## config.mk

```make
export PLATFORM = sky130hd
export DESIGN_NAME = http_request_field_splitter
export DESIGN_NICKNAME = d
export VERILOG_FILES = /design/src/rtl/core/hrfs_pkg.sv /design/src/rtl/core/http_request_field_splitter.sv /design/src/rtl/core/hrfs_parser.sv /design/src/rtl/core/hrfs_outq.sv
export SDC_FILE = /design/constraint.sdc
export NUM_CORES = 1
export LEC_CHECK = 0
export BUFFER_PORTS_ARGS = -buffer_cell sky130_fd_sc_hd__buf_4
export CAP_MARGIN = 20
export CORE_ASPECT_RATIO = 0.8
export CORE_UTILIZATION = 55
export CTS_CLUSTER_DIAMETER = 150
export DETAILED_ROUTE_END_ITERATION = 16
export GPL_ROUTABILITY_DRIVEN = 0
export PLACE_DENSITY = 0.76
export RECOVER_POWER = 100
export SLEW_MARGIN = 20
export SYNTH_ARGS = -nofsm -noshare
export SYNTH_HDL_FRONTEND = slang
export SYNTH_HIERARCHICAL = 1
export SYNTH_SLANG_ARGS = --single-unit
```

## constraint.sdc

```tcl
create_clock -name clk_i -period 4.1 [get_ports clk_i]
set_clock_uncertainty 0.2 [all_clocks]
set_input_delay 0.615 -clock clk_i [delete_from_list [all_inputs] [get_ports clk_i]]
set_output_delay 0.615 -clock clk_i [all_outputs]
set_load 0.02 [all_outputs]
```

## src/rtl/core/hrfs_pkg.sv

```systemverilog
`default_nettype none

package hrfs_pkg;

  // parse phase of the request text
  typedef enum logic [3:0] {
    PH_METHOD  = 4'd0,
    PH_URI     = 4'd1,
    PH_VERSION = 4'd2,
    PH_NAME    = 4'd3,
    PH_VALUE   = 4'd4,
    PH_SKIP    = 4'd5,
    PH_BODY    = 4'd6
  } phase_e;

  localparam int unsigned KIND_W = 3;

  localparam logic [KIND_W-1:0] KIND_METHOD = 3'd0;
  localparam logic [KIND_W-1:0] KIND_URI    = 3'd1;
  localparam logic [KIND_W-1:0] KIND_NAME   = 3'd2;
  localparam logic [KIND_W-1:0] KIND_VALUE  = 3'd3;
  localparam logic [KIND_W-1:0] KIND_BODY   = 3'd4;

  localparam logic [7:0] CHAR_SP = 8'h20;
  localparam logic [7:0] CHAR_LF = 8'h0a;
  localparam logic [7:0] CHAR_CR = 8'h0d;

  // result queue
  localparam int unsigned QDEPTH = 4;
  localparam int unsigned QPTR_W = $clog2(QDEPTH);
  localparam int unsigned QCNT_W = $clog2(QDEPTH + 1);

  typedef struct packed {
    logic [7:0]        data;
    logic              byte_valid;
    logic [KIND_W-1:0] kind;
    logic              first;
    logic              done;
    logic              req_valid;
  } result_t;

  // results produced by one input word, in order
  typedef struct packed {
    result_t    r0;
    result_t    r1;
    logic [1:0] cnt;
  } step_out_t;

endpackage

`default_nettype wire

```

## src/rtl/core/http_request_field_splitter.sv

```systemverilog
// HTTP request field splitter.
// s_axis: one request byte per word; tdata is the byte, tlast marks the
// final byte of the request.
// m_axis: tagged words. tdata carries the field byte; tuser carries
// byte_valid, field_kind (0 method, 1 uri, 2 header name, 3 header value,
// 4 body), field_first and request_valid; tlast marks the done word of a
// request, whose request_valid says both request-line spaces were seen.
// A field byte leaves the splitter once the next byte has been taken: it is
// written into the result queue at the handshake of that next byte; the final
// byte of a request may give two words, written into the queue together.
// Throughput: one byte per cycle while s_axis_tready is high; the parse state
// is updated at each byte handshake. A four-word result queue sits between the
// parser and m_axis, and s_axis_tready stays high while at least two queue
// slots are free, so with a stalled receiver s_axis stops once three words wait
// (bytes that give no word are still taken until then) and no word is dropped.
// Reset clears the parse state to the start of a method and empties the
// queue; the block is ready straight out of reset.
`default_nettype none

module http_request_field_splitter
  import hrfs_pkg::*;
(
  input  wire logic       clk_i,
  input  wire logic       rst_ni,
  input  wire logic       s_axis_tvalid,
  output logic            s_axis_tready,
  input  wire logic [7:0] s_axis_tdata,   // [7:0] byte_in
  input  wire logic       s_axis_tlast,
  output logic            m_axis_tvalid,
  input  wire logic       m_axis_tready,
  output logic [7:0]      m_axis_tdata,   // [7:0] out_byte
  output logic [5:0]      m_axis_tuser,   // [0] byte_valid, [3:1] field_kind,
                                          // [4] field_first, [5] request_valid
  output logic            m_axis_tlast
);

  logic      in_fire;
  logic      has_room;
  step_out_t step;
  result_t   head;
  logic [1:0] push_cnt;

  assign s_axis_tready = has_room;
  assign in_fire       = s_axis_tvalid && has_room;
  assign push_cnt      = in_fire ? step.cnt : 2'd0;

  hrfs_parser u_parser (
    .clk_i  (clk_i),
    .rst_ni (rst_ni),
    .fire_i (in_fire),
    .byte_i (s_axis_tdata),
    .last_i (s_axis_tlast),
    .step_o (step)
  );

  hrfs_outq u_outq (
    .clk_i      (clk_i),
    .rst_ni     (rst_ni),
    .push_cnt_i (push_cnt),
    .push0_i    (step.r0),
    .push1_i    (step.r1),
    .has_room_o (has_room),
    .valid_o    (m_axis_tvalid),
    .ready_i    (m_axis_tready),
    .head_o     (head)
  );

  assign m_axis_tdata = head.data;
  assign m_axis_tuser = {head.req_valid, head.first, head.kind, head.byte_valid};
  assign m_axis_tlast = head.done;

endmodule

`default_nettype wire

```

## src/rtl/core/hrfs_parser.sv

```systemverilog
`default_nettype none

module hrfs_parser
  import hrfs_pkg::*;
(
  input  wire logic       clk_i,
  input  wire logic       rst_ni,
  input  wire logic       fire_i,
  input  wire logic [7:0] byte_i,
  input  wire logic       last_i,
  output step_out_t       step_o
);

  phase_e            phase_q, phase_d;
  logic              start_q, start_d;
  logic [7:0]        hold_byte_q, hold_byte_d;
  logic [KIND_W-1:0] hold_kind_q, hold_kind_d;
  logic              hold_first_q, hold_first_d;
  logic              hold_present_q, hold_present_d;

  phase_e            eff_phase;
  logic              eff_start;
  logic              eff_present;
  logic              do_push;
  logic              do_flush;
  logic [KIND_W-1:0] push_kind;
  logic              emit0;
  logic              emit1;
  logic              req_ok;
  result_t           held_res;
  result_t           new_res;
  result_t           blank_res;

  // codes past the body act as a fresh method start
  always_comb begin
    if (phase_q > PH_BODY) begin
      eff_phase   = PH_METHOD;
      eff_start   = 1'b1;
      eff_present = 1'b0;
    end else begin
      eff_phase   = phase_q;
      eff_start   = start_q;
      eff_present = hold_present_q;
    end
  end

  always_comb begin
    phase_d        = eff_phase;
    start_d        = eff_start;
    hold_byte_d    = hold_byte_q;
    hold_kind_d    = hold_kind_q;
    hold_first_d   = hold_first_q;
    hold_present_d = eff_present;
    do_push        = 1'b0;
    do_flush       = 1'b0;
    push_kind      = KIND_METHOD;

    case (eff_phase)
      PH_METHOD, PH_URI: begin
        if (eff_start || byte_i != CHAR_SP) begin
          do_push   = 1'b1;
          push_kind = (eff_phase == PH_METHOD) ? KIND_METHOD : KIND_URI;
        end else begin
          do_flush = 1'b1;
          phase_d  = (eff_phase == PH_METHOD) ? PH_URI : PH_VERSION;
          start_d  = 1'b1;
        end
      end
      PH_VERSION: begin
        if (byte_i == CHAR_LF) begin
          phase_d = PH_NAME;
          start_d = 1'b1;
        end
      end
      PH_NAME: begin
        if (eff_start && byte_i == CHAR_CR) begin
          phase_d = PH_SKIP;
        end else if (!eff_start && byte_i == CHAR_SP) begin
          // held colon is dropped
          hold_present_d = 1'b0;
          phase_d        = PH_VALUE;
          start_d        = 1'b1;
        end else begin
          do_push   = 1'b1;
          push_kind = KIND_NAME;
        end
      end
      PH_VALUE: begin
        if (!eff_start && byte_i == CHAR_LF) begin
          // held CR is dropped
          hold_present_d = 1'b0;
          phase_d        = PH_NAME;
          start_d        = 1'b1;
        end else begin
          do_push   = 1'b1;
          push_kind = KIND_VALUE;
        end
      end
      PH_SKIP: begin
        phase_d = PH_BODY;
        start_d = 1'b1;
      end
      default: begin
        do_push   = 1'b1;
        push_kind = KIND_BODY;
      end
    endcase

    emit0 = eff_present && (do_push || do_flush);
    if (do_flush) begin
      hold_present_d = 1'b0;
    end
    if (do_push) begin
      hold_byte_d    = byte_i;
      hold_kind_d    = push_kind;
      hold_first_d   = eff_start;
      hold_present_d = 1'b1;
      start_d        = 1'b0;
    end

    req_ok = (phase_d >= PH_VERSION);
    emit1  = last_i && (phase_d == PH_BODY) && hold_present_d;

    held_res = '{data: hold_byte_q, byte_valid: 1'b1, kind: hold_kind_q,
                 first: hold_first_q, done: 1'b0, req_valid: 1'b0};
    new_res  = '{data: hold_byte_d, byte_valid: 1'b1, kind: hold_kind_d,
                 first: hold_first_d, done: 1'b0, req_valid: 1'b0};
    blank_res = '0;

    step_o.r1 = new_res;
    if (emit0) begin
      step_o.r0 = held_res;
    end else if (emit1) begin
      step_o.r0 = new_res;
    end else begin
      step_o.r0 = blank_res;
    end
    step_o.cnt = {1'b0, emit0} + {1'b0, emit1};

    if (last_i) begin
      if (step_o.cnt == 2'd2) begin
        step_o.r1.done      = 1'b1;
        step_o.r1.req_valid = req_ok;
      end else begin
        step_o.r0.done      = 1'b1;
        step_o.r0.req_valid = req_ok;
        step_o.cnt          = 2'd1;
      end
      phase_d        = PH_METHOD;
      start_d        = 1'b1;
      hold_byte_d    = '0;
      hold_kind_d    = KIND_METHOD;
      hold_first_d   = 1'b0;
      hold_present_d = 1'b0;
    end
  end

  always_ff @(posedge clk_i or negedge rst_ni) begin
    if (!rst_ni) begin
      phase_q        <= PH_METHOD;
      start_q        <= 1'b1;
      hold_byte_q    <= '0;
      hold_kind_q    <= KIND_METHOD;
      hold_first_q   <= 1'b0;
      hold_present_q <= 1'b0;
    end else if (fire_i) begin
      phase_q        <= phase_d;
      start_q        <= start_d;
      hold_byte_q    <= hold_byte_d;
      hold_kind_q    <= hold_kind_d;
      hold_first_q   <= hold_first_d;
      hold_present_q <= hold_present_d;
    end
  end

endmodule

`default_nettype wire

```

## src/rtl/core/hrfs_outq.sv

```systemverilog
`default_nettype none

module hrfs_outq
  import hrfs_pkg::*;
(
  input  wire logic       clk_i,
  input  wire logic       rst_ni,
  input  wire logic [1:0] push_cnt_i,
  input  wire result_t    push0_i,
  input  wire result_t    push1_i,
  output logic            has_room_o,
  output logic            valid_o,
  input  wire logic       ready_i,
  output result_t         head_o
);

  result_t           mem_q [QDEPTH];
  logic [QPTR_W-1:0] wr_ptr_q, wr_ptr_d;
  logic [QPTR_W-1:0] rd_ptr_q, rd_ptr_d;
  logic [QCNT_W-1:0] cnt_q, cnt_d;
  logic [QPTR_W-1:0] wr_ptr_nxt;
  logic              pop;

  assign valid_o    = (cnt_q != '0);
  assign head_o     = mem_q[rd_ptr_q];
  assign pop        = valid_o && ready_i;
  // room for the two words a final byte may produce
  assign has_room_o = (cnt_q <= QCNT_W'(QDEPTH - 2));
  assign wr_ptr_nxt = wr_ptr_q + QPTR_W'(1);

  always_comb begin
    wr_ptr_d = wr_ptr_q + QPTR_W'(push_cnt_i);
    rd_ptr_d = pop ? rd_ptr_q + QPTR_W'(1) : rd_ptr_q;
    cnt_d    = cnt_q + QCNT_W'(push_cnt_i) - QCNT_W'(pop);
  end

  always_ff @(posedge clk_i) begin
    if (push_cnt_i != 2'd0) begin
      mem_q[wr_ptr_q] <= push0_i;
    end
    if (push_cnt_i == 2'd2) begin
      mem_q[wr_ptr_nxt] <= push1_i;
    end
  end

  always_ff @(posedge clk_i or negedge rst_ni) begin
    if (!rst_ni) begin
      wr_ptr_q <= '0;
      rd_ptr_q <= '0;
      cnt_q    <= '0;
    end else begin
      wr_ptr_q <= wr_ptr_d;
      rd_ptr_q <= rd_ptr_d;
      cnt_q    <= cnt_d;
    end
  end

  a_cnt_bound: assert property (@(posedge clk_i) disable iff (!rst_ni)
    cnt_q <= QCNT_W'(QDEPTH))
    else $error("result queue count past depth");

  a_push_room: assert property (@(posedge clk_i) disable iff (!rst_ni)
    push_cnt_i != 2'd0 |-> has_room_o)
    else $error("result written without room");

  a_ptr_gap: assert property (@(posedge clk_i) disable iff (!rst_ni)
    QPTR_W'(wr_ptr_q - rd_ptr_q) == QPTR_W'(cnt_q))
    else $error("queue pointers disagree with count");

  a_double_push: assert property (@(posedge clk_i) disable iff (!rst_ni)
    (push_cnt_i == 2'd2 && !pop) |=> cnt_q == $past(cnt_q) + QCNT_W'(2))
    else $error("double write lost a word");

  a_stall_hold: assert property (@(posedge clk_i) disable iff (!rst_ni)
    (valid_o && !ready_i) |=> valid_o)
    else $error("stalled word vanished");

endmodule

`default_nettype wire
```

Word-level counts from Yosys, hierarchy flattened

Memories as Yosys holds them, arrays and structs flattened.
Index checks and enable logic that the tools add are counted.

Register bits after elaboration: 25
Latch bits: 0
RAM bits: 60
Bits in read-only memories: 0
Input port bits: 13
Output and inout port bits: 17
Word-level logic and storage cells: 104
Memories: 1

Memories:

| memory       | depth | width | rd ports | clocked after memory_dff | wr ports | RTL line        | source |
|---|---|---|---|---|---|---|---|
| u_outq.mem_q | 4     | 15    | 1        | 0                        | 2        | hrfs_outq.sv:17 | `result_t mem_q [QDEPTH];` |

$add $sub $neg: 6
$mul: 0
Divide/modulo/power cells: 0
Order comparisons: 3
Eq/ne operators: 12
Shift operators: 0
Mux-type cells: 57
Bitwise operators: 0
Reduce and logical (&&, ||, !) cells: 16

Operators by type and width:

| operator                                                                             | count |
|---|---|
| 4-bit two-way mux                                                                    | 8 |
| 15-bit two-way mux                                                                   | 2 |
| 1-bit two-way mux                                                                    | 28 |
| 4-bit one-hot mux with 5 select lines                                                | 1 |
| 8-bit by 4-bit == test with 1-bit output (second input constant)                     | 2 |
| 2-bit two-way mux                                                                    | 8 |
| 8-bit two-way mux                                                                    | 2 |
| 4-bit by 3-bit == test with 1-bit output (second input constant)                     | 3 |
| 3-bit two-way mux                                                                    | 4 |
| 3-bit one-hot mux with 4 select lines                                                | 1 |
| 4-bit by 2-bit == test with 1-bit output (second input constant)                     | 2 |
| 8-bit by 6-bit == test with 1-bit output (second input constant)                     | 1 |
| 1-bit logical AND                                                                    | 8 |
| 8-bit by 6-bit inequality test with 1-bit output (second input constant)             | 1 |
| 1-bit one-hot mux with 5 select lines                                                | 1 |
| 2-bit by 1-bit adder with 2-bit output (second input constant)                       | 2 |
| 2-bit == test (second input constant)                                                | 2 |
| 4-bit by 1-bit == test with 1-bit output (second input constant)                     | 1 |
| 4-bit by 2-bit greater-or-equal comparator with 1-bit output (second input constant) | 1 |
| 4-bit by 3-bit > comparator with 1-bit output (second input constant)                | 1 |
| 4-bit logical NOT                                                                    | 1 |
| 1-bit one-hot mux with 4 select lines                                                | 1 |
| 2-bit OR reduction                                                                   | 2 |
| 3-bit by 2-bit adder with 3-bit output                                               | 1 |
| other kinds (9)                                                                      | 10 |

Logic depth before layout (Yosys ltp)

Gate-level depths: netlist of the first run.

Depth in word-level cells: 18
Gate-level depth with buffers: 16
Gate-level depth less buffers: 13

Cells and area by module

Netlist of the first run, hierarchy kept.

By module, submodules not included:

| module                      | times used | cells an instance | area an instance (sq um) | seq. area each (sq um) |
|---|---|---|---|---|
| hrfs_outq                   | 1          | 188               | 3,397.0                  | 1,976.9 |
| hrfs_parser                 | 1          | 184               | 1,566.5                  | 451.7 |
| http_request_field_splitter | 1          | 3                 | 18.8                     | 0.0 |

Worst setup path after synthesis of the first run

Ideal clock, no wire load.

Path type: input to register
From: input s_axis_tdata[1]
To: memory u_outq/mem_q[0][0] in the netlist's numbering, enable pin
Setup time: 0.411 ns
Arrival: 4.180 ns
Data required time: 3.489 ns
Setup slack: -0.690 ns
Stages: 12
Buffers on the path: 1
Cell sequence: or4_4 -> o32a_4 -> nor2_4 -> nand3_4 -> o2111a_2 -> ha_1 -> inv_1 -> mux2i_1 -> and3_1 -> buf_4 -> nor2_1 -> o31ai_1

RTL lines:

| item               | RTL line                          | source |
|---|---|---|
| start: declaration | http_request_field_splitter.sv:27 | `input wire logic [7:0] s_axis_tdata,` |
| end: declaration   | hrfs_outq.sv:17                   |  |

==> flow_summary.toml, run 1 <==
[run_status]
status = "finished with violations"
violations = "capacitance limit, slew limit, setup timing"

[cts]
clk_latency_ns = 0.33
clock-sinks = 85
clockBufferDepth = 2
cts_root_buf = "clkbuf_16"
cts_buffers = 9
clk_pin_slew_ns = 0.06
cts_tree = "yes"
cts_htree_levels = 3

[synth]
ys_ff_latch = 85
netlist_instances = 375
ys.flop_type = "edfxtp_1"
async_flop_share_pct = 29.4
yosys_warnings = 6
post_synth_num_cell_types = 69
syn-num-nets = 396
netlist_area_sq_um = 4980
synth-edff-count = 60
synth_seq_area_share_pct = 48.7
syn_area_per_cell_sq_um = 13.3

[finish]
multi_input_area_sq_um = 2440
layout.area.seq_sq_um = 2430
fillCellCount = 635
diodes = 0
fin_area_sq_um = 5950
syn_to_final_growth_pct = 19.4
drive_gt1_share_pct = 40.9
finalNetCount = 463
utilization_pct = 68.9

[floorplan]
io-pin-count = 30
die_h_um = 87.1
num_rows = 30
die_w_um = 108
fp.dieArea_sq_um = 9450
core_area_sq_um = 8630
start_util_pct = 57.7

[power_and_ir_drop]
p_leak_nw = 2.34
cellPowerDensity_nw_per_um2 = 550
ir_drop_uv = 440

[critical_path]
r2r-end = "u_outq/mem_q[3][12]$_DFFE_PP_"
rrSetupSlack_ns = 0.12
crit_path_cell_trace = "buf_4 > or4b_1 > or4_4 > o2111ai_2 > o2111a_2 > buf_4 > ha_4 > inv_2 > mux2i_1 > and3_4 > buf_4 > nor4bb_4 > buf_4 > clkbuf_16 > mux2_2"
arrival_ns = 4.00
crit_top_cell = "buf_4"
worstSetupPathType = "input pin to flop"
critPathMaxStageDelay_ns = 0.58
r2r_cells = 15
startpoint = "s_axis_tdata[4]"
end_kind = "flop"
crit_fanout = 7
crit_required_ns = 3.98
worstSetupStartpointType = "input pin"
slowest_stage = "or4b_1"
r2r-start = "u_parser/phase_q[0]$_DFFE_PN0P_"
crit_path_end = "u_outq/mem_q[3][12]$_DFFE_PP_"

[global_routing]
grtUsageTotal_pct = 27.0
grt_pass1_vias = 3473
grt_max_degree = 26
antenna_found_initial = 0
grt_pass1_wl_mm = 18.7
overflow = 0

[sta]
finalSetupViolations = 5
finalWorstSetupSlack_ns = -0.0207
relSlewSlack_pct = -10.5
max_freq_mhz = 243
worst_pin_slew_ns = 1.66
finalCritPeriodShare_pct = 101
layout_min_cycle_time_ns = 4.12
drv_slew = 18
finalHoldViolCount = 0
rsz0062_at_grt = "yes"

[place]
placed_cell_area_sq_um = 5640
place_hpwl_mm = 8.22
numPortBuffers = 29

[drt]
vias = 3562
drt_pass1_iterations = 6
drc = 0
ant_nets = 0
wl_mm = 12.5
drt-initial-drc-count = 407
wire_per_inst_um = 22.3
vias_per_cell = 6.37

[min_path]
hold_class = "flop to flop"

[flow_run]
maxCapViolCount = 1
==> area by class of cell <==
| class | instances | area share (%) |
|---|---|---|
| flip-flops and latches | 85 | 40.8 |
| inverters | 14 | 0.884 |
| clock inverters | 7 | 0.968 |
| well taps | 112 | 2.36 |
| repair buffers | 80 | 10.1 |
| multi-input cells | 252 | 41.1 |
| clock buffers | 9 | 3.79 |
==> power breakdown <==
group,internal [mW],leakage [nW],switching [mW]
sequential,1.11,0.878,0.164
clock,0.418,0.136,0.357
combinational,0.566,1.33,0.658
total,2.09,2.34,1.18
==> state kept, by name (all words and copies together), names as in the netlist <==
register	cells
u_parser/start_q	1
u_outq/wr_ptr_q	2
u_parser/hold_kind_q	3
u_outq/rd_ptr_q	2
u_parser/hold_present_q	1
u_parser/phase_q	4
u_outq/cnt_q	3
u_parser/hold_first_q	1
u_parser/hold_byte_q	8
u_outq/mem_q	60
==> cell usage in the layout (no fill, tap or decap), types with 13 or more instances in the layout <==
cell       n
buf_4     53
mux4_2    15
dfrtp_1   24
inv_1     13
nand2_1   32
edfxtp_1  60
clkbuf_1  20
mux2_2    51
a22o_1    23
nor2_1    17
==> metal layers <==
layer	track usage (%)	vias to the layer above	wire, um
met2	42.2	170	5820
met3	5.91	16	853
li1	-	1583	-
met4	6.76	0	267
met5	0	-	0
met1	38.4	1793	5530
==> how the worst min path moves through the flow <==
stage          cells after the start  slack [ns]                           startpoint                             endpoint
3_5_place_dp                       1        0.28  u_parser/hold_present_q$_DFFE_PN0P_  u_parser/hold_present_q$_DFFE_PN0P_
4_1_cts                            1        0.30  u_parser/hold_present_q$_DFFE_PN0P_  u_parser/hold_present_q$_DFFE_PN0P_
2_1_floorplan                      0        0.12                               rst_ni            u_outq/cnt_q[0]$_DFF_PN0_
6_report                           1        0.30  u_parser/hold_present_q$_DFFE_PN0P_  u_parser/hold_present_q$_DFFE_PN0P_
5_1_grt                            1        0.34  u_parser/hold_present_q$_DFFE_PN0P_  u_parser/hold_present_q$_DFFE_PN0P_
3_3_place_gp                       1        0.28  u_parser/hold_present_q$_DFFE_PN0P_  u_parser/hold_present_q$_DFFE_PN0P_
==> critical path: cells and delay by family <==
family / cells / cell delay (ns)
AND/OR/NAND/NOR: 4 / 1.48
AO/OA/AOI/OAI: 2 / 0.53
multiplexers: 2 / 0.38
buffers and inverters: 6 / 0.79
adder cells (fa/ha/maj): 1 / 0.19
==> cell families after synthesis <==
| group | count (synthesis) | share of synthesized area, % |
|---|---|---|
| muxes | 77 | 20.7 |
| adders and majority gates | 8 | 2.16 |
| buffers and inverters | 38 | 4.65 |
| other | 1 | 0.0753 |
| AOI/OAI and AO/OA | 62 | 10.6 |
| and+or+nand+nor | 97 | 11.8 |
| DFF | 85 | 48.7 |
| xor gates and xnor gates | 7 | 1.23 |
==> through the flow <==
stage | hold slack [ns] | setup slack, ns | cells | power, mW | TNS [ns]
5_1_grt | 0.340 | -0.0912 | 559 | 3.43 | -1.02
4_1_cts | 0.303 | -0.0512 | 555 | 3.34 | -0.957
6_report | 0.304 | -0.0207 | 559 | 3.27 | -0.0464
2_1_floorplan | 0.119 | -0.0608 | 375 | 2.12 | -1.24
3_5_place_dp | 0.283 | -0.409 | 538 | 2.56 | -35.57
3_3_place_gp | 0.284 | -0.321 | 538 | 2.53 | -26.27
==> cells in the mapped netlist (all sizes together) (7+ instances only) <==
library cell,n,area (sq um)
a22o,23,201
buf,19,160
dfrtp,24,601
edfxtp,60,1800
ha,7,87.6
inv,14,52.6
mux2,60,676
mux4,15,338
nand2,32,120
nor2,19,81.3
o21ai,8,47.6
==> repair_timing <==
action | CTS | global route
pin swaps | 0 | 7
buffers inserted | 0 | 3
setup endpoints to repair | 58 | 56
endpoints found under the hold margin | 24 | 0
gates cloned | 0 | 1
hold buffers | 1 | 0
resized for setup | 2 | 13
(Power assumes the default switching activity.)
==> run 2: changes to the inputs <==
--- a/config.mk
+++ b/config.mk
@@ -19,3 +19,4 @@
 export SYNTH_HDL_FRONTEND = slang
 export SYNTH_HIERARCHICAL = 1
 export SYNTH_SLANG_ARGS = --single-unit
+export TNS_END_PERCENT = 100
==> constraint.sdc (replaced) <==
create_clock -name clk_i -period 4.1 [get_ports clk_i]
set_clock_uncertainty 0.2 [all_clocks]
set_input_delay 0.41 -clock clk_i [delete_from_list [all_inputs] [get_ports clk_i]]
set_output_delay 0.41 -clock clk_i [all_outputs]
set_load 0.05 [all_outputs]
==> run 2 against run 1 <==
  * The run now ends clean
  * Combinational power grew 13%
  * Non-clock buffer count fell by 6
  * Global-route usage increased by 0.49 points
  * First-iteration DRC count shrank 35%
  * Worst hold slack got worse by 0.15 ns
  * Clock power up 6.5%
  * Sequential cell count did not move
  * Routed wire length down 2.9%
  * Final cell count shrank 1.3%
  * Design area decreased by 1.7%
  * Register-to-register slack lost 0.02 ns
  * Sequential share of layout area up 0.76 points
  * Critical path type is now flop to flop
==> flow_summary.toml, run 2 (synthesis gave the netlist of run 1 again) <==
[cts]
cts_buffers = 9
clk_pin_slew_ns = 0.06
clockBufferDepth = 2
clk_latency_ns = 0.34
clock-sinks = 85
cts_root_buf = "clkbuf_16"
cts_htree_levels = 3
cts_tree = "yes"

[finish]
final_cells = 552
utilization_pct = 67.7
finalNetCount = 457
drive_gt1_share_pct = 38.9
layout.cells.most_common = "edfxtp_1"
syn_to_final_growth_pct = 17.3
top_regs = "u_outq/mem_q: 60 flops, u_parser/hold_byte_q: 8 flops, u_parser/phase_q: 4 flops"
diodes = 0
regMostFlops = "u_outq/mem_q"
fin_area_sq_um = 5840
largest_reg_flops = 60
mostFrequentLayoutCells = "edfxtp_1 (60), mux2_2 (59), buf_4 (46), nand2_1 (32), a22o_1 (23)"

[power_and_ir_drop]
cellPowerDensity_nw_per_um2 = 603
ir_drop_uv = 363
p_leak_nw = 2.33
power_mw = 3.53

[critical_path]
worstSetupStartpointType = "flop"
slowest_stage = "or3b_4"
end_kind = "flop"
critPathMaxStageDelay_ns = 0.47
worstSetupPathType = "flop to flop"
crit_required_ns = 4.12
arrival_ns = 4.02
crit_path_cell_trace = "buf_4 > nor3_1 > or3b_4 > buf_4 > a31o_2 > inv_1 > ha_1 > inv_1 > mux2i_1 > and3_2 > buf_4 > buf_4 > ha_1 > fa_1 > xnor2_2 > xnor2_1"
crit_fanout = 9
crit_top_cell = "buf_4"

[drt]
drt-initial-drc-count = 266
drc = 0
drt_pass1_iterations = 5
wl_mm = 12.1
vias = 3450
vias_per_cell = 6.25
ant_nets = 0
wire_per_inst_um = 22.0

[floorplan]
core_area_sq_um = 8630
start_util_pct = 57.7
fp.dieArea_sq_um = 9450
io-pin-count = 30
die_w_um = 108
die_h_um = 87.1
num_rows = 30

[sta]
drv_slew = 0
relSlewSlack_pct = 5.23
finalHoldViolCount = 0
finalSetupViolations = 0
max_freq_mhz = 250
layout_min_cycle_time_ns = 4.00
worst_pin_slew_ns = 1.42
finalWorstSetupSlack_ns = 0.104
finalCritPeriodShare_pct = 97.5

[global_routing]
grtUsageTotal_pct = 27.5
overflow = 0
grt_pass1_wl_mm = 19.1
grt_pass1_vias = 3445
grt_max_degree = 26
antenna_found_initial = 0

[place]
numPortBuffers = 29
place_ws_ns = -0.186
place_hpwl_mm = 8.25
placed_cell_area_sq_um = 5560
dp.cells = 532

[run_status]
status = "completed"

[flow_run]
maxCapViolCount = 0

[min_path]
hold_class = "input pin to flop"
## run 2: cell types whose count changed in the layout (fill, tap and decap cells not counted), sizes merged
cell | before | now
buf | 58 | 52
bufinv | 0 | 1
clkbuf | 30 | 29
clkinv | 4 | 1
dlymetal6s2s | 0 | 1
inv | 16 | 17
## run 2: critical path: cells and delay by family (launching register included)
family / cells / cell delay, ns
and+or+nand+nor: 3 / 1.02
adders and majority gates: 3 / 0.86
buffers and inverters: 6 / 0.82
DFF: 1 / 0.42
xor gates and xnor gates: 2 / 0.28
AOI/OAI and AO/OA: 1 / 0.21
muxes: 1 / 0.07
## run 2: worst paths after layout
path                                                           from                                  end  slack (ns)  cells after the start
max in group asynchronous                                    rst_ni      u_parser/phase_q[1]$_DFFE_PN0P_        2.04                      2
worst max register to register      u_parser/phase_q[2]$_DFFE_PN0P_            u_outq/cnt_q[2]$_DFF_PN0_        0.10                     16
min in group asynchronous                                    rst_ni  u_parser/hold_byte_q[5]$_DFFE_PN0P_        0.74                      2
worst min register to register  u_parser/hold_present_q$_DFFE_PN0P_  u_parser/hold_present_q$_DFFE_PN0P_        0.30                      1
worst max-delay path                u_parser/phase_q[2]$_DFFE_PN0P_            u_outq/cnt_q[2]$_DFF_PN0_        0.10                     16
worst min-delay path                                s_axis_tdata[4]  u_parser/hold_byte_q[4]$_DFFE_PN0P_        0.16                      2
## run 2: report_power, final
part | leakage, nW | switching (mW) | total (mW) | internal [mW]
logic | 1.31 | 0.823 | 1.38 | 0.561
clock network | 0.144 | 0.349 | 0.825 | 0.476
registers | 0.875 | 0.210 | 1.32 | 1.11
total | 2.33 | 1.38 | 3.53 | 2.14
## run 2: final cells by class
cell class                 instances  area (sq um)
clock buffer                       9           225
fill                             646          2790
timing repair buffer              74           563
tap                              112           140
multi-input combinational        252          2360
inverter                          14          52.6
sequential                        85          2430
clock inverter                     6          71.3
## run 2: stage by stage
| stage | hold WS [ns] | setup TNS [ns] |
|---|---|---|
| floorplan | -0.0856 | -0.543 |
| global placement | 0.135 | -4.18 |
| detailed placement | 0.142 | -7.87 |
| CTS | 0.153 | 0 |
| global route | 0.154 | -0.0187 |
| finish | 0.157 | 0 |
## run 2: metal layers
layer | global-route usage, % | share of wire, % | up-vias
li1 | - | - | 1569
met1 | 39.3 | 45 | 1726
met2 | 43.0 | 47 | 139
met3 | 6.28 | 7.0 | 16
met4 | 6.02 | 0.78 | 0
met5 | 0 | 0 | -
## run 2: timing repair
action                                 in CTS  in global routing
buffers inserted                            0                  4
hold buffers                                1                  0
setup endpoints to repair                   0                 56
gates resized for setup                     0                  6
endpoints found under the hold margin      24                  0
==> run 3: changes to the inputs <==
--- a/config.mk
+++ b/config.mk
@@ -6,13 +6,12 @@
 export NUM_CORES = 1
 export LEC_CHECK = 0
 export BUFFER_PORTS_ARGS = -buffer_cell sky130_fd_sc_hd__buf_4
-export CAP_MARGIN = 20
 export CORE_ASPECT_RATIO = 0.8
-export CORE_UTILIZATION = 55
+export CORE_UTILIZATION = 38
 export CTS_CLUSTER_DIAMETER = 150
 export DETAILED_ROUTE_END_ITERATION = 16
 export GPL_ROUTABILITY_DRIVEN = 0
-export PLACE_DENSITY = 0.76
+export PLACE_DENSITY = 0.53
 export RECOVER_POWER = 100
 export SLEW_MARGIN = 20
 export SYNTH_ARGS = -nofsm -noshare
==> run 3 against run 2 <==
  * The flow now finishes with violations (capacitance limit, slew limit)
  * Utilization shrank 21 points
  * Worst setup slack gained 0.037 ns
  * Worst hold slack gained 0.028 ns
  * Die area grew 44%
  * Critical endpoint is now u_outq/mem_q[3][9]$_DFFE_PP_
  * Largest cell class unchanged
  * Highest routed layer unchanged
==> flow_summary.toml, run 3 (synthesis gave the netlist of run 1 again) <==
[sta]
rsz0062_at_grt = "no"
max_freq_mhz = 253
finalCritPeriodShare_pct = 96.5
tns_ns = 0
finalSetupViolations = 0
relSlewSlack_pct = -11.2
drv_slew = 18
finalWorstSetupSlack_ns = 0.142
finalHoldViolCount = 0
worst_pin_slew_ns = 1.67
layout_min_cycle_time_ns = 3.96

[drt]
wire_per_inst_um = 19.8
drt_pass1_iterations = 5
ant_nets = 0
drc = 0
drt-initial-drc-count = 234
vias = 3370
wl_mm = 12.3
vias_per_cell = 5.42

[finish]
layout.cells.most_common = "edfxtp_1"
fin_area_sq_um = 5950
fillCellCount = 1201
syn_to_final_growth_pct = 19.4
diodes = 0
largest_reg_flops = 60
regMostFlops = "u_outq/mem_q"
final_cells = 622
mostFrequentLayoutCells = "edfxtp_1 (60), mux2_2 (59), buf_4 (51), nand2_1 (32), a22o_1 (23)"
drive_gt1_share_pct = 38.9
finalNetCount = 463
top_regs = "u_outq/mem_q: 60 flops, u_parser/hold_byte_q: 8 flops, u_parser/phase_q: 4 flops"

[place]
place_hpwl_mm = 8.45
place_ws_ns = -0.0622
dp.cells = 605
placed_cell_area_sq_um = 5730
numPortBuffers = 29

[critical_path]
crit_path_cell_trace = "a311o_2 > o32a_4 > nor2_4 > nand3_4 > o2111a_2 > ha_1 > inv_1 > mux2i_1 > and3_1 > buf_4 > nor4bb_4 > buf_12 > mux2_2"
r2r_cells = 13
critPathMaxStageDelay_ns = 0.50
worstSetupStartpointType = "flop"
crit_fanout = 15
r2r-start = "u_parser/phase_q[0]$_DFFE_PN0P_"
crit_required_ns = 3.98
r2r-end = "u_outq/mem_q[3][9]$_DFFE_PP_"
worstSetupPathType = "flop to flop"
slowest_stage = "a311o_2"
arrival_ns = 3.84
end_kind = "flop"
startpoint = "u_parser/phase_q[0]$_DFFE_PN0P_"
rrSetupSlack_ns = 0.14

[min_path]
min_to = "u_parser/hold_byte_q[7]$_DFFE_PN0P_"
min_from = "s_axis_tlast"
hold_path_depth = 2
hold_class = "input pin to flop"

[power_and_ir_drop]
p_leak_nw = 2.33
p_comb_share_pct = 39.7
cellPowerDensity_nw_per_um2 = 598
internal_power_mw = 2.19
ir_drop_uv = 336
pwr-share-clk_pct = 24.9
pwr-share-seq_pct = 35.4
power_switching_mw = 1.36
sw_frac_of_total_pct = 38.3
power_mw = 3.56

[flow_run]
maxCapViolCount = 1

[global_routing]
overflow = 0
met2_usage_pct = 28.5
use_met3_pct = 3.86
grt_pass1_vias = 3384
grt_busiest_layer = "met1"
grt_max_degree = 26
grtUsageTotal_pct = 19.8
met1_usage_pct = 30.1
antenna_found_initial = 0
grt_pass1_wl_mm = 19.9

[cts]
cts_root_buf = "clkbuf_16"
cts_tree = "yes"
cts_buffers = 9
clock-sinks = 85
post_cts_buffers = 0
cts_htree_levels = 3
clockBufferDepth = 2
clk_pin_slew_ns = 0.06
clk_latency_ns = 0.34

[run_status]
violations = "capacitance limit, slew limit"
status = "finished with violations"

[floorplan]
start_util_pct = 38.9
num_rows = 37
die_h_um = 104
core_area_sq_um = 12800
io-pin-count = 30
die_w_um = 130
fp.dieArea_sq_um = 13600
[run 3: changes by cell type in the layout (fill, tap and decap cells not counted), sizes merged]
cell / delta
buf: +4
dlymetal6s2s: -1
clkinv: +1
clkbuf: +3
inv: -1
bufinv: +1
[run 3: repair_timing]
item	in CTS	in global routing
endpoints found under the setup margin	0	58
hold buffers	1	0
resized for setup	0	5
endpoints found under the hold margin	24	0
[run 3: power by group through the flow]
stage / Sequential [mW] / Combinational [mW] / Clock (mW)
2_1_floorplan: 1.19 / 1.14 / 0
3_3_place_gp: 1.28 / 1.49 / 0
3_5_place_dp: 1.28 / 1.51 / 0
4_1_cts: 1.26 / 1.52 / 0.904
5_1_grt: 1.28 / 1.53 / 0.935
6_report: 1.26 / 1.41 / 0.888
[run 3: how the worst max path moves through the flow]
| stage | cells past startpoint | endpoint |
|---|---|---|
| floorplan | 12 | u_outq/mem_q[0][0]$_DFFE_PP_ |
| global placement | 14 | u_outq/mem_q[3][12]$_DFFE_PP_ |
| detailed placement | 14 | u_outq/mem_q[3][5]$_DFFE_PP_ |
| CTS | 11 | u_outq/mem_q[2][13]$_DFFE_PP_ |
| global route | 13 | u_outq/mem_q[3][9]$_DFFE_PP_ |
| finish | 13 | u_outq/mem_q[3][9]$_DFFE_PP_ |
[run 3: cell type report]
class,instances,area (sq um),area share [%]
Sequential cell,85,2430,40.9
Multi-Input combinational cell,252,2340,39.3
Timing Repair Buffer,80,587,9.87
Clock buffer,9,225,3.79
Tap cell,175,219,3.68
Clock inverter,7,96.3,1.62
Inverter,14,52.6,0.884
[run 3: worst max-delay path: cells and delay by family, from the launching register on]
kind / cells / cell delay (ns)
adders and majority gates: 1 / 0.29
DFF: 1 / 0.47
and+or+nand+nor: 4 / 0.70
buffers and inverters: 3 / 0.43
AOI/OAI and AO/OA: 3 / 1.19
muxes: 2 / 0.40
[run 3: through the flow]
stage	utilization [%]	hold slack, ns
final	46.4	0.185
after global routing	46.4	0.211
after CTS	47.2	0.172
after detailed placement	44.7	0.149
after global placement	44.7	0.143
after floorplan	-	-0.0856
[run 3: metal layers]
| layer | share of wire (%) | routed length (um) | vias up |
|---|---|---|---|
| met2 | 44 | 5480 | 80 |
| met3 | 4.0 | 494 | 12 |
| met5 | 0 | 0 | - |
| met4 | 1.5 | 181 | 0 |
| li1 | - | - | 1589 |
| met1 | 50 | 6180 | 1689 |
